<file path="src/rtl/core/lapy_pkg.sv">
// Shared constants, types and the arctangent table for the look-at pitch/yaw pipeline.
// No dependencies; every module of the block imports this package.
`timescale 1ns / 1ps
`default_nettype none

package lapy_pkg;

    // Number of CORDIC micro-rotations (default of the top-level parameter)
    localparam int LAPY_CORDIC_STEPS = 16;

    // Square root of a 64-bit radicand resolves one result bit per step
    localparam int SQRT_STEPS = 32;

    // CORDIC operand width; magnitudes below 2^32 prescaled by 2^24 plus gain headroom
    localparam int CW          = 64;
    localparam int PRESCALE_SH = 24;

    // Angles: accumulator Q4.30, result Q4.16
    localparam int ANG_W  = 20;
    localparam int ANG_SH = 14;
    localparam int ZW     = ANG_W + ANG_SH;

    localparam logic signed [ZW-1:0]    ROUND_BIAS   = ZW'(1 << (ANG_SH - 1));
    localparam logic signed [ANG_W-1:0] HALF_PI_Q16  = 20'sd102944;
    localparam logic signed [ANG_W-1:0] PI_Q16       = 20'sd205887;

    typedef struct packed {
        logic upd;
        logic dx_zero;
        logic dx_neg;
        logic dy_zero;
        logic dy_neg;
        logic dz_zero;
        logic dz_neg;
    } flags_t;

    typedef struct packed {
        flags_t      flags;
        logic [31:0] ax;
        logic [31:0] ay;
        logic [31:0] az;
    } side_t;

    // atan(2^-i) in Q2.30, rounded to nearest
    function automatic logic signed [ZW-1:0] atan_q30(input int idx);
        logic signed [ZW-1:0] v;
        case (idx)
            0:  v = 34'sd843314857;
            1:  v = 34'sd497837829;
            2:  v = 34'sd263043837;
            3:  v = 34'sd133525159;
            4:  v = 34'sd67021687;
            5:  v = 34'sd33543516;
            6:  v = 34'sd16775851;
            7:  v = 34'sd8388437;
            8:  v = 34'sd4194283;
            9:  v = 34'sd2097149;
            10: v = 34'sd1048576;
            11: v = 34'sd524288;
            12: v = 34'sd262144;
            13: v = 34'sd131072;
            14: v = 34'sd65536;
            15: v = 34'sd32768;
            16: v = 34'sd16384;
            17: v = 34'sd8192;
            18: v = 34'sd4096;
            19: v = 34'sd2048;
            20: v = 34'sd1024;
            21: v = 34'sd512;
            22: v = 34'sd256;
            23: v = 34'sd128;
            24: v = 34'sd64;
            25: v = 34'sd32;
            26: v = 34'sd16;
            27: v = 34'sd8;
            28: v = 34'sd4;
            29: v = 34'sd2;
            30: v = 34'sd1;
            default: v = '0;
        endcase
        return v;
    endfunction

endpackage

`default_nettype wire

</file>
<file path="src/rtl/core/lapy_isqrt.sv">
// Pipelined floor square root of a 64-bit radicand, one result bit per stage.
// Depends on lapy_pkg (SQRT_STEPS); stages advance together on en.
`timescale 1ns / 1ps
`default_nettype none

module lapy_isqrt
    import lapy_pkg::*;
(
    input  wire logic        aclk,
    input  wire logic        en,
    input  wire logic [63:0] n_in,
    output logic      [31:0] root_out
);

    logic [63:0] rem_reg  [SQRT_STEPS-1];
    logic [63:0] root_reg [SQRT_STEPS-1];
    logic [31:0] root_out_reg;

    for (genvar k = 0; k < SQRT_STEPS; k++) begin : g_step
        localparam logic [63:0] BIT = 64'd1 << (62 - 2 * k);

        logic [63:0] rem_cur, root_cur, trial, rem_nxt, root_nxt;

        if (k == 0) begin : g_first
            assign rem_cur  = n_in;
            assign root_cur = '0;
        end else begin : g_rest
            assign rem_cur  = rem_reg[k-1];
            assign root_cur = root_reg[k-1];
        end

        assign trial = root_cur + BIT;

        always_comb begin
            if (rem_cur >= trial) begin
                rem_nxt  = rem_cur - trial;
                root_nxt = (root_cur >> 1) + BIT;
            end else begin
                rem_nxt  = rem_cur;
                root_nxt = root_cur >> 1;
            end
        end

        if (k < SQRT_STEPS - 1) begin : g_reg
            always_ff @(posedge aclk) begin
                if (en) begin
                    rem_reg[k]  <= rem_nxt;
                    root_reg[k] <= root_nxt;
                end
            end
        end else begin : g_last
            always_ff @(posedge aclk) begin
                if (en) begin
                    root_out_reg <= root_nxt[31:0];
                end
            end
        end
    end

    assign root_out = root_out_reg;

endmodule

`default_nettype wire

</file>
<file path="config.mk">
export PLATFORM = sky130hd
export DESIGN_NAME = lapy_isqrt
export DESIGN_NICKNAME = d
export VERILOG_FILES = /design/src/rtl/core/lapy_pkg.sv /design/src/rtl/core/lapy_isqrt.sv
export SDC_FILE = /design/constraint.sdc
export NUM_CORES = 2
export LEC_CHECK = 0
export BUFFER_PORTS_ARGS = -buffer_cell sky130_fd_sc_hd__buf_2
export CORE_MARGIN = 2
export CORE_UTILIZATION = 40
export DETAILED_ROUTE_END_ITERATION = 16
export GPL_TIMING_DRIVEN = 0
export PLACE_DENSITY = 0.67
export SLEW_MARGIN = 20
export SYNTH_ARGS = -nofsm -noshare
export SYNTH_HDL_FRONTEND = slang
export SYNTH_SLANG_ARGS = --single-unit
</file>
<file path="constraint.sdc">
create_clock -name aclk -period 8.5 [get_ports aclk]
set_input_delay 0.425 -clock aclk [delete_from_list [all_inputs] [get_ports aclk]]
set_output_delay 0.425 -clock aclk [all_outputs]
set_load 0.01 [all_outputs]
</file>
==> run summary <==
Outcome: finished, final reports clean
Vias per cell: 5.478
Critical Path RT: 9.08 ns
Hpwl dp: 234400 µm
Commonest non-fill, non-tap cell in the layout: edfxtp_1
Core Footprint: 0.3003 mm²
Mapped Nets: 10295
Final ANT Viol Nets: 0
R2R setup slack: 2.76 ns
Worst vdd ir: 0.1628 mV
CP max stage cell: nor4_1
Vias post-DR: 78362
Hold Startpoint: n_in[29]
Final nets: 10750
Slew @ Worst Pin: 1.184 ns
TNS Setup: 0 ns
RSZ-0062 raised after global routing: no
Critical R2R Launch: rem_reg[1][676]
Post-Synthesis Cells: 9671
DR WL/cell: 21.31 µm
Num CTS Buffers: 271
EDFF count, synth: 2512
Slew Limit Fails: 0
Worst-path clk slew: 0.06 ns
Vias in the first global route: 77264
Post-synth top area share: 62.42%
Share of layout cells above drive strength 1: 6.790%
Die Y: 553.6 µm
Synth warn: 0
Max FFs per register: 1984
Ports: 98
Setup crit end kind: register
Global route total overflow: 0
Crit path largest cell delay: 1.09 ns
Max cap viols: 0
First-pass GRT wire length: 460900 µm
Worst setup SP type: register
Die footprint: 0.3065 mm²
Critical-path maximum fanout: 9
Critical path class: reg -> reg
Dpl cell area: 0.1268 mm²
Post-CTS setup buffers: 0
DRC violations left: 0
Final instance area: 0.1363 mm²
Worst skew pair latency: 0.92 ns
Area leader, netlist: edfxtp_1
1st-iter DRT viols: 6992
Buffers on Ports: 97
F_max: 174.1 MHz
Largest net degree at the start of global routing: 165
Netlist Area Pre-Place: 0.1208 mm²
Initial antenna violation count: 8
Synth top area cells: edfxtp_1 (62%), ha_1 (5.8%), xnor2_1 (3.3%)
Tot GR Track Use: 19.39%
Pwr per Cell Area: 267.8 mW/mm²
FP Rows: 201
Yosys cell types: 95
Relative max-transition margin: 20.34%
Clk_skew: 0.07350 ns
Root Buffer: clkbuf_16
Die X: 553.6 µm
Global placer's final weighted congestion: 0.9726
Static Leak: 0.05027 µW
Most used DFF post-synth: edfxtp_1
Async SR Flop Fraction: 0%
Syn_area_per_cell: 12.50 µm²
CTS tree: done
Cell repeated most along the worst path: nor3_1
Cells along the critical path: ha_1 > buf_2 > or4b_2 > nor3_1 > nand4_1 > nor4_1 > or3_1 > nor3_1 > inv_2 > nand2_1 > a2111oi_0 > xor2_1
Clock Path Buffers: 4
Tcrit/Tclk final: 67.58%
Fraction of the yosys area taken by sequential cells: 62.42%
Setup violations, final: 0
Initial Util: 40.24%
H-tree depth: 5
Worst Setup SP: rem_reg[1][676]
P&R area growth vs syn: 12.76%
Critical Path AT: 6.32 ns
Total wire length: 304900 µm
Fin. Hold Viols: 0
Fillers: 26472
Final min period: 5.744 ns
Commonest non-fill, non-tap cells in the layout: edfxtp_1 (2512), inv_1 (681), nand2_1 (643)
Flop and latch count out of synthesis: 2512
Drt pass-1 iters: 7
Min-delay worst type: in -> reg
Sink Count: 2512
Hold Slack: 0.2275 ns
## cells by family (layout without fill, tap and decap cells)
family          Yosys count  in the layout  synth area share (%)
other cells               0              9                     0
mux                      86             86                0.7921
xor+xnor                877            877                 6.356
compound gates         1878           1878                 9.496
simple gates           2870           2870                 12.34
buf+inv                 890           1557                 2.818
fa+ha+maj               558            558                 5.777
flops                  2512           2512                 62.42
## metal layers
metal  share of wire [%]  track usage [%]  vias to the layer above
met5              0.0043                0                        -
met2                  51            35.00                     2420
li1                    -                -                    37232
met3                 4.8            2.212                      607
met1                  40            23.23                    38101
met4                 4.7            8.424                        2
## through the flow
stage	cells	setup WS, ns	power, µW	util [%]
floorplan	9671	5.054	22150	-
global placement	13726	-31.32	25800	42.05
detailed placement	13746	2.753	24990	42.23
CTS	14296	2.760	36670	45.36
global route	14298	2.649	38210	45.37
finish	14305	2.756	36490	45.38
## power by group
group	total, µW	internal, µW	switching [µW]
Sequential	17100	15700	1320
Clock	11600	6710	4880
Combinational	7850	3070	4770
## repair_timing
action                                 4_1_cts  5_1_grt
hold buffers                                65        0
endpoints found under the hold margin       69        0
resized for setup                            0        0
## critical path: cells and delay by family, from the launching register on
| kind | cells | cell delay [ns] |
|---|---|---|
| flops | 1 | 0.41 |
| fa+ha+maj | 1 | 0.29 |
| buf+inv | 2 | 0.42 |
| compound gates | 1 | 0.49 |
| simple gates | 7 | 3.69 |
| xor+xnor | 1 | 0.16 |
## final cells by class
type                            instances  area [µm²]  share of cell area [%]
Multi-Input combinational cell       6269       42030                   30.85
Antenna cell                            9       22.52                 0.01653
Clock inverter                        166        1687                   1.238
Buffer                                206       838.3                  0.6152
Inverter                              684        2567                   1.884
Timing Repair Buffer                  182        1655                   1.215
Tap cell                             3958        4952                   3.634
Sequential cell                      2512       75430                   55.36
Clock buffer                          319        7068                   5.187
## final timing paths
check | endpoint | cells after the start
max | rem_reg[1][755] | 12
min | rem_reg[0][29] | 2
max reg2reg | rem_reg[1][755] | 12
min reg2reg | rem_reg[1][327] | 0
## Yosys cell counts (all sizes together) (75+ instances only)
cell type	count
a21o	202
a21oi	641
clkbuf	169
edfxtp	2512
ha	558
inv	683
mux2	77
nand2	643
nand2b	103
nand3	194
nand4	168
nor2	588
nor2b	91
nor3	221
nor4	360
o21a	87
o21ai	497
or3	106
or4	75
xnor2	452
xor2	425
Note: power is estimated with default switching activity, not from simulation.
